**src/sv/octree_morton_key_unit_assert.svh**
```systemverilog
// ----------------------------------------------------------------------------
// Octree Morton key unit assertion macros
// Concurrent check wrappers clocked on clk and gated by rst_n.
// ----------------------------------------------------------------------------
`ifndef OCTREE_MORTON_KEY_UNIT_ASSERT_SVH
`define OCTREE_MORTON_KEY_UNIT_ASSERT_SVH

// Same-cycle implication.
`define OMK_ASSERT_NOW(lbl, ante, cons, msg) \
  lbl: assert property (@(posedge clk) disable iff (!rst_n) (ante) |-> (cons)) \
    else $error(msg);

// Next-cycle implication.
`define OMK_ASSERT_NEXT(lbl, ante, cons, msg) \
  lbl: assert property (@(posedge clk) disable iff (!rst_n) (ante) |=> (cons)) \
    else $error(msg);

`endif

```
**src/sv/omk_pkg.sv**
```systemverilog
// ----------------------------------------------------------------------------
// omk_pkg
// Shared widths, codes, types and the key level function.
// ----------------------------------------------------------------------------
package omk_pkg;

  localparam int KEY_W     = 64;
  localparam int COORD_W   = 21;
  localparam int LEVEL_W   = 5;
  localparam int OP_W      = 2;
  localparam int ERR_W     = 2;
  localparam int OCT_W     = 3;
  // deepest level accepted by encode
  localparam int MAX_LEVEL = 21;
  // octants that fit below the sentinel in a key
  localparam int KEY_OCTS  = (KEY_W - 1) / OCT_W;

  localparam logic [OP_W-1:0] OP_ENCODE  = 2'd0;
  localparam logic [OP_W-1:0] OP_DECODE  = 2'd1;
  localparam logic [OP_W-1:0] OP_COMPARE = 2'd2;

  localparam logic [ERR_W-1:0] ERR_NONE  = 2'd0;
  localparam logic [ERR_W-1:0] ERR_LEVEL = 2'd1;
  localparam logic [ERR_W-1:0] ERR_RANGE = 2'd2;

  typedef struct packed {
    logic is_ancestor;
    logic is_descendant;
    logic is_equal;
  } cmp_flags_t;

  // Level = ceil(p/3) for top set bit p; 0 for keys 0 and 1.
  // Level i is reached when any bit at or above 3*i-2 is set.
  function automatic logic [LEVEL_W-1:0] key_level(input logic [KEY_W-1:0] k);
    logic [LEVEL_W-1:0] lvl;
    lvl = '0;
    for (int i = 1; i <= KEY_OCTS; i++) begin
      if (|(k >> (OCT_W * i - 2))) begin
        lvl = LEVEL_W'(i);
      end
    end
    return lvl;
  endfunction

endpackage

```
**src/sv/omk_encode.sv**
```systemverilog
// ----------------------------------------------------------------------------
// omk_encode
// Range checks and bit interleave of x/y/z into a sentinel key.
// ----------------------------------------------------------------------------
module omk_encode
  import omk_pkg::*;
(
  input  logic [LEVEL_W-1:0] level_in,
  input  logic [COORD_W-1:0] coord_x,
  input  logic [COORD_W-1:0] coord_y,
  input  logic [COORD_W-1:0] coord_z,
  output logic [KEY_W-1:0]   key,
  output logic [ERR_W-1:0]   err
);

  logic [KEY_W-1:0] ilv;
  logic [6:0]       sent_pos;

  always_comb begin
    ilv = '0;
    for (int i = 0; i < COORD_W; i++) begin
      ilv[OCT_W*i]     = coord_x[i];
      ilv[OCT_W*i + 1] = coord_y[i];
      ilv[OCT_W*i + 2] = coord_z[i];
    end
  end

  assign sent_pos = 7'({2'b00, level_in} * 7'd3);

  always_comb begin
    key = '0;
    err = ERR_NONE;
    if (level_in > LEVEL_W'(MAX_LEVEL)) begin
      err = ERR_LEVEL;
    end else if ((|(coord_x >> level_in)) || (|(coord_y >> level_in)) ||
                 (|(coord_z >> level_in))) begin
      err = ERR_RANGE;
    end else begin
      key = ilv | (KEY_W'(1) << sent_pos[5:0]);
    end
  end

endmodule

```
**src/sv/omk_decode.sv**
```systemverilog
// ----------------------------------------------------------------------------
// omk_decode
// De-interleave of the low octants of a key, gated by its level.
// ----------------------------------------------------------------------------
module omk_decode
  import omk_pkg::*;
(
  input  logic [KEY_W-1:0]   key,
  input  logic [LEVEL_W-1:0] level,
  output logic [COORD_W-1:0] x,
  output logic [COORD_W-1:0] y,
  output logic [COORD_W-1:0] z
);

  always_comb begin
    x = '0;
    y = '0;
    z = '0;
    for (int i = 0; i < COORD_W; i++) begin
      if (LEVEL_W'(i) < level) begin
        x[i] = key[OCT_W*i];
        y[i] = key[OCT_W*i + 1];
        z[i] = key[OCT_W*i + 2];
      end
    end
  end

endmodule

```
**src/sv/omk_compare.sv**
```systemverilog
// ----------------------------------------------------------------------------
// omk_compare
// Strict ancestry in both directions and equality of two keys.
// ----------------------------------------------------------------------------
module omk_compare
  import omk_pkg::*;
(
  input  logic [KEY_W-1:0]   key_a,
  input  logic [KEY_W-1:0]   key_b,
  input  logic [LEVEL_W-1:0] level_a,
  input  logic [LEVEL_W-1:0] level_b,
  output cmp_flags_t         flags
);

  // anc is a strict ancestor of dsc: shallower and equal to dsc's prefix
  function automatic logic anc_of(input logic [KEY_W-1:0]   anc,
                                  input logic [KEY_W-1:0]   dsc,
                                  input logic [LEVEL_W-1:0] la,
                                  input logic [LEVEL_W-1:0] ld);
    logic [LEVEL_W-1:0] diff;
    logic [6:0]         sh;
    diff = ld - la;
    sh   = 7'({2'b00, diff} * 7'd3);
    if (la >= ld || sh[6]) begin
      return 1'b0;
    end
    return anc == (dsc >> sh[5:0]);
  endfunction

  always_comb begin
    flags.is_ancestor   = anc_of(key_a, key_b, level_a, level_b);
    flags.is_descendant = anc_of(key_b, key_a, level_b, level_a);
    flags.is_equal      = (key_a == key_b);
  end

endmodule

```
**src/sv/octree_morton_key_unit.sv**
```systemverilog
// ----------------------------------------------------------------------------
// octree_morton_key_unit
// Octree key encode, decode and ancestry compare; one item per cycle unless out_ready stalls.
// ----------------------------------------------------------------------------
// Usage:
//   Input channel (in_valid/in_ready) carries an opcode plus the operands for
//   encode (level, x/y/z), decode (key A) or compare (key A vs key B).
//   Result channel (out_valid/out_ready) returns exactly one result per input
//   transfer, in order. Fields that the opcode does not produce read 0;
//   opcode 3 yields an all-zero result.
//   Path: an accepted item is held in the input register, then moves to the
//   result register, where out_valid rises and the result can transfer.
//   Throughput: one transfer per cycle, sustained, because both register
//   stages advance together whenever the result slot is free or being
//   drained.
//   The whole operation (interleave, leading-one level detect, shift-compare)
//   is combinational between the two registers.
//   Reset (rst_n low, synchronous) empties both stages; no result is pending.
//   Receiver stall: the result holds in the output register; an empty input
//   stage still takes one more item, then in_ready drops until out_ready returns.
// ----------------------------------------------------------------------------
module octree_morton_key_unit
  import omk_pkg::*;
(
  input  logic               clk,
  input  logic               rst_n,
  // input channel
  input  logic               in_valid,
  output logic               in_ready,
  input  logic [OP_W-1:0]    in_opcode,
  input  logic [LEVEL_W-1:0] in_level_in,
  input  logic [COORD_W-1:0] in_coord_x,
  input  logic [COORD_W-1:0] in_coord_y,
  input  logic [COORD_W-1:0] in_coord_z,
  input  logic [KEY_W-1:0]   in_key_a,
  input  logic [KEY_W-1:0]   in_key_b,
  // result channel
  output logic               out_valid,
  input  logic               out_ready,
  output logic [KEY_W-1:0]   out_key_out,
  output logic [LEVEL_W-1:0] out_level_out,
  output logic [COORD_W-1:0] out_x_out,
  output logic [COORD_W-1:0] out_y_out,
  output logic [COORD_W-1:0] out_z_out,
  output logic [ERR_W-1:0]   out_error_code,
  output logic               out_is_ancestor,
  output logic               out_is_descendant,
  output logic               out_is_equal
);

  // --- stage control -------------------------------------------------------
  logic s1_valid_r, s1_valid_nxt;
  logic out_valid_r, out_valid_nxt;
  logic adv;    // result register can load this cycle
  logic in_xfer;

  // --- input register ------------------------------------------------------
  logic [OP_W-1:0]    op_r;
  logic [LEVEL_W-1:0] lvl_r;
  logic [COORD_W-1:0] cx_r, cy_r, cz_r;
  logic [KEY_W-1:0]   ka_r, kb_r;

  // --- datapath ------------------------------------------------------------
  logic [LEVEL_W-1:0] level_a, level_b;
  logic [KEY_W-1:0]   enc_key;
  logic [ERR_W-1:0]   enc_err;
  logic [COORD_W-1:0] dec_x, dec_y, dec_z;
  cmp_flags_t         cmp_flags;

  // --- result register -----------------------------------------------------
  logic [KEY_W-1:0]   key_r, key_nxt;
  logic [LEVEL_W-1:0] lvl_out_r, lvl_out_nxt;
  logic [COORD_W-1:0] x_r, x_nxt, y_r, y_nxt, z_r, z_nxt;
  logic [ERR_W-1:0]   err_r, err_nxt;
  cmp_flags_t         flags_r, flags_nxt;

  // The result slot frees when empty or drained; input stage then shifts.
  assign adv      = !out_valid_r || out_ready;
  assign in_ready = !s1_valid_r || adv;
  assign in_xfer  = in_valid && in_ready;

  assign s1_valid_nxt  = in_xfer ? 1'b1 : (adv ? 1'b0 : s1_valid_r);
  assign out_valid_nxt = adv ? s1_valid_r : out_valid_r;

  always_ff @(posedge clk) begin
    if (!rst_n) begin
      s1_valid_r  <= 1'b0;
      out_valid_r <= 1'b0;
    end else begin
      s1_valid_r  <= s1_valid_nxt;
      out_valid_r <= out_valid_nxt;
    end
  end

  always_ff @(posedge clk) begin
    if (in_xfer) begin
      op_r  <= in_opcode;
      lvl_r <= in_level_in;
      cx_r  <= in_coord_x;
      cy_r  <= in_coord_y;
      cz_r  <= in_coord_z;
      ka_r  <= in_key_a;
      kb_r  <= in_key_b;
    end
  end

  // Leading-one level detect, shared by decode and compare.
  assign level_a = key_level(ka_r);
  assign level_b = key_level(kb_r);

  omk_encode u_encode (
    .level_in (lvl_r),
    .coord_x  (cx_r),
    .coord_y  (cy_r),
    .coord_z  (cz_r),
    .key      (enc_key),
    .err      (enc_err)
  );

  omk_decode u_decode (
    .key   (ka_r),
    .level (level_a),
    .x     (dec_x),
    .y     (dec_y),
    .z     (dec_z)
  );

  omk_compare u_compare (
    .key_a   (ka_r),
    .key_b   (kb_r),
    .level_a (level_a),
    .level_b (level_b),
    .flags   (cmp_flags)
  );

  // Opcode select: unused fields stay zero.
  always_comb begin
    key_nxt     = '0;
    lvl_out_nxt = '0;
    x_nxt       = '0;
    y_nxt       = '0;
    z_nxt       = '0;
    err_nxt     = ERR_NONE;
    flags_nxt   = '0;
    unique case (op_r)
      OP_ENCODE: begin
        key_nxt = enc_key;
        err_nxt = enc_err;
      end
      OP_DECODE: begin
        lvl_out_nxt = level_a;
        x_nxt       = dec_x;
        y_nxt       = dec_y;
        z_nxt       = dec_z;
      end
      OP_COMPARE: begin
        lvl_out_nxt = level_a;
        flags_nxt   = cmp_flags;
      end
      default: begin
        key_nxt = '0;
      end
    endcase
  end

  always_ff @(posedge clk) begin
    if (adv && s1_valid_r) begin
      key_r     <= key_nxt;
      lvl_out_r <= lvl_out_nxt;
      x_r       <= x_nxt;
      y_r       <= y_nxt;
      z_r       <= z_nxt;
      err_r     <= err_nxt;
      flags_r   <= flags_nxt;
    end
  end

  assign out_valid         = out_valid_r;
  assign out_key_out       = key_r;
  assign out_level_out     = lvl_out_r;
  assign out_x_out         = x_r;
  assign out_y_out         = y_r;
  assign out_z_out         = z_r;
  assign out_error_code    = err_r;
  assign out_is_ancestor   = flags_r.is_ancestor;
  assign out_is_descendant = flags_r.is_descendant;
  assign out_is_equal      = flags_r.is_equal;

  // --- checks --------------------------------------------------------------
`include "octree_morton_key_unit_assert.svh"

  `OMK_ASSERT_NOW(a_flags_exclusive, out_valid_r, $onehot0(flags_r), "compare flags overlap")
  `OMK_ASSERT_NOW(a_err_key, out_valid_r && (err_r != ERR_NONE), key_r == '0, "key on error")
  `OMK_ASSERT_NEXT(a_in_lands, in_xfer, s1_valid_r, "accepted item not held in input stage")
  `OMK_ASSERT_NEXT(a_stage_moves, s1_valid_r && !out_valid_r, out_valid_r, "stage stuck")

endmodule
```
**config.mk**
```make
export PLATFORM = sky130hd
export DESIGN_NAME = octree_morton_key_unit
export DESIGN_NICKNAME = d
export VERILOG_FILES = /design/src/sv/omk_pkg.sv /design/src/sv/omk_encode.sv /design/src/sv/omk_decode.sv /design/src/sv/omk_compare.sv /design/src/sv/octree_morton_key_unit.sv
export VERILOG_INCLUDE_DIRS = /design/src /design/src/sv
export SDC_FILE = /design/constraint.sdc
export NUM_CORES = 1
export LEC_CHECK = 0
export ABC_AREA = 1
export BUFFER_PORTS_ARGS = -buffer_cell sky130_fd_sc_hd__buf_2
export CORE_ASPECT_RATIO = 1.1
export CORE_MARGIN = 2
export CORE_UTILIZATION = 30
export CTS_CLUSTER_SIZE = 12
export DETAILED_ROUTE_END_ITERATION = 10
export GPL_ROUTABILITY_DRIVEN = 1
export GPL_TIMING_DRIVEN = 0
export PLACE_DENSITY = 0.56
export SYNTH_ARGS = -nofsm -noshare
export SYNTH_HDL_FRONTEND = slang
export SYNTH_SLANG_ARGS = --single-unit
```
**constraint.sdc**
```tcl
create_clock -name clk -period 11.01 [get_ports clk]
set_clock_uncertainty 0.2 [all_clocks]
set_input_delay 2.202 -clock clk [delete_from_list [all_inputs] [get_ports clk]]
set_output_delay 2.202 -clock clk [all_outputs]
set_load 0.1 [all_outputs]
```
==> out/metrics.csv <==
stage;metric;value;unit
outcome;status;completed;
power;Power Total;4.95;mW
global_routing;first-pass GRT wire length;200000;microns
synthesis;Synthesized Nets;3627;
synthesis;Yosys reg bits;337;
global_routing;grt total ovfl;0;
power;Combinational Power Share;40.7;%
place;gpl congestion;1.05;
worst_hold_path;Hold Crit Class;reg2reg;
drt;Initial DRC Count;3605;
sta;Slew Viols, Final;0;
worst_setup_path;critical path's most frequent cell;nand2_1;
drt;Antenna Nets Post-Route;0;
global_routing;number of antenna violations at the first check in global routing;26;
worst_setup_path;Worst setup SP type;flop;
synthesis;number of distinct library cells after synthesis;64;
worst_hold_path;Hold Crit Endpoint;s1_valid_r;
clock_tree;Worst-Skew Late Latency;610;ps
sta;Setup-failing EPs final;0;
drt;WL final;146000;microns
layout;commonest non-fill, non-tap cell in the layout;nand2_1;
synthesis;number of flops mapped to enable cells by yosys;335;
run;max-cap violation count;0;
drt;# DRC;0;
worst_setup_path;CP max stage cell;o21ai_0;
power;Pleak;12.9;nW
worst_setup_path;Reg2Reg Depth;44;
sta;Tmin final;9720;ps
drt;detailed-router iteration count before antenna repair;6;
sta;worst rel slew slack;2.80;%
layout;Final Core Density;35.6;%
clock_tree;number of buffers created by CTS;40;
power;clock network fraction of design power;27.0;%
floorplanning;Starting Density;30.1;%
sta;Hold Vio Cnt, Final;0;
synthesis;mapped cell area;25500;sq um
power;Switch Pwr;2.18;mW
global_routing;number of global-route vias before repair;26200;
worst_hold_path;Hold Path Origin;s1_valid_r;
floorplanning;Die Footprint;87200;sq um
synthesis;top-area cell type share of the netlist area;39.5;%
sta;period utilization;88.3;%
layout;share of layout cells above drive strength 1;16.0;%
clock_tree;hold_buf cts;0;
sta;fmax;103;MHz
layout;nets@finish;4016;
worst_setup_path;crit-path max cell delay;1000;ps
clock_tree;clock transition at the registers of the reported paths;60;ps
layout;highest-count cells in the layout ignoring fill and taps;nand2_1, buf_2, o21ai_0;
drt;Routed WL per cell;29.5;microns
clock_tree;CTS tree;built;
place;port bufs;340;
clock_tree;Setup Fix Bufs, Post-CTS;0;
worst_setup_path;WP data arrival;9960;ps
worst_setup_path;RR Startpoint;ka_r[58];
power;pwr/cell area;164;nW/um^2
clock_tree;Root Driver;clkbuf_16;
floorplanning;die width;282;microns
power;sequential power share;32.3;%
drt;number of vias per cell;5.56;
worst_setup_path;RR Endpoint;out_is_descendant;
worst_setup_path;CP Max Fanout;11;
global_routing;Total Routing Usage GR;32.8;%
power;Sw Share;44.0;%
clock_tree;CTS Sinks;337;
layout;area grow syn2layout;18.2;%
synthesis;Syn Area/Cell;7.51;sq um
worst_setup_path;crit path capture type;flop;
worst_setup_path;FF-to-FF setup slack;1290;ps
synthesis;Gate Count Post-Synth;3389;
worst_setup_path;Crit Path Category;reg2reg;
sta;Final WS setup;1290;ps
global_routing;largest net degree at the start of global routing;74;
synthesis;Post-synth ARST share;0;%
drt;vias;27500;
synthesis;leading area contributor after synthesis;edfxtp_1;
floorplanning;# rows;112;
clock_tree;CTS Buffer Depth;3;
sta;RSZ-0062 raised after global routing;no;
sta;Least-Margin Pin Slew;1450;ps
place;post-DP HPWL;121000;microns
power;Int Pwr;2.77;mW
floorplanning;Ports;341;
clock_tree;CTS resizes;0;
worst_setup_path;worst endpoint required time;11250;ps
clock_tree;H-tree lvl count;2;
place;worst slack, placed;1770;ps
floorplanning;Core Box Area;84500;sq um
synthesis;synth warn;0;
synthesis;Area contributors post-synth;edfxtp_1, nand2_1, o21ai_0;
floorplanning;die height;309;microns
synthesis;Main synth FF type;edfxtp_1;
power;VDD IR-drop max;0.139;mV
synthesis;post-synthesis sequential area ratio;39.7;%
worst_hold_path;hold depth;2;
## sequential cells by signal, summed over array words and instances, names as in the netlist
signal and flops:
lvl_r 5, ka_r 64, out_x_out 21, out_y_out 21, out_key_out 64, cz_r 21
out_z_out 21, cx_r 21, out_is_ancestor 1, out_is_equal 1, s1_valid_r 1, cy_r 21
out_valid 1, op_r 2, kb_r 64, out_is_descendant 1, out_level_out 5, out_error_code 2
## power by group through the flow
stage	combinational, mW	clock (mW)	sequential [mW]
2_1_floorplan	1.12	0	1.69
3_5_place_dp	1.93	0	1.62
5_1_grt	2.14	1.41	1.59
6_report	2.02	1.33	1.60
4_1_cts	1.94	1.37	1.59
3_3_place_gp	1.94	0	1.64
## cell usage after synthesis, drive strengths merged (3+ instances only)
cell,n
xor2,70
o21ai,414
clkinv,3
xnor2,10
a21oi,74
or2,27
a211oi,8
nor3,58
nand3b,3
inv,248
edfxtp,335
buf,111
ha,31
a31oi,84
clkbuf,76
o211ai,32
o41ai,5
a221oi,3
nand2,1028
nor4,27
nand4,30
nor2,370
o2111ai,5
nand3,167
o21a,4
mux2i,83
a22o,3
o22ai,53
fa,5
## worst max-delay path by stage
| stage | from | end | slack, ps | cells after the start |
|---|---|---|---|---|
| 2_1_floorplan | out_ready | out_error_code[0] | 1300 | 2 |
| 3_3_place_gp | out_ready | out_is_ancestor | -3210 | 3 |
| 3_5_place_dp | ka_r[58] | out_is_descendant | 1770 | 46 |
| 4_1_cts | ka_r[58] | out_is_descendant | 1740 | 46 |
| 5_1_grt | ka_r[58] | out_is_descendant | 930 | 44 |
| 6_report | ka_r[58] | out_is_descendant | 1290 | 44 |
## routing by layer
layer | vias to the layer above | part of all wire (%) | GRT usage, %
met3 | 418 | 10 | 8.54
li1 | 12300 | - | -
met5 | - | 0.16 | 0
met2 | 1650 | 43 | 50.4
met4 | 40 | 7.3 | 20.1
met1 | 13100 | 39 | 41.2
## metrics by stage
stage	hold slack [ps]	std cells	instance area, sq um	setup TNS, ps
floorplan	247	3389	25500	0
global placement	265	4869	28600	-432410
detailed placement	332	4876	28800	0
CTS	341	4945	30100	0
global route	376	4945	30100	0
finish	339	4954	30100	0
## area by class of cell
class                           instances  area (sq um)
Fill cell                            9114         54400
Multi-Input combinational cell       2614         13500
Sequential cell                       337         10100
Timing Repair Buffer                  347          1860
Tap cell                             1140          1430
Clock buffer                           45          1020
Buffer                                187           970
Inverter                              251           950
Clock inverter                         24           277
Antenna cell                            9          22.5
## critical path: cells and delay by family (launching register included)
kind                       cells  cell delay (ps)
AOI/OAI and AO/OA              3             1500
adders and majority gates      3             1100
buffers and inverters          8             1660
DFF                            1              690
and+or+nand+nor               30             4400
## cell families after synthesis
| group | after synthesis | synth area share, % |
|---|---|---|
| buf+inv | 438 | 7.51 |
| flops | 337 | 39.7 |
| simple gates | 1718 | 29.4 |
| compound gates | 697 | 15.4 |
| mux | 83 | 3.26 |
| xor+xnor | 80 | 2.87 |
| fa+ha+maj | 36 | 1.92 |
Note: power is estimated with default switching activity, not from simulation.
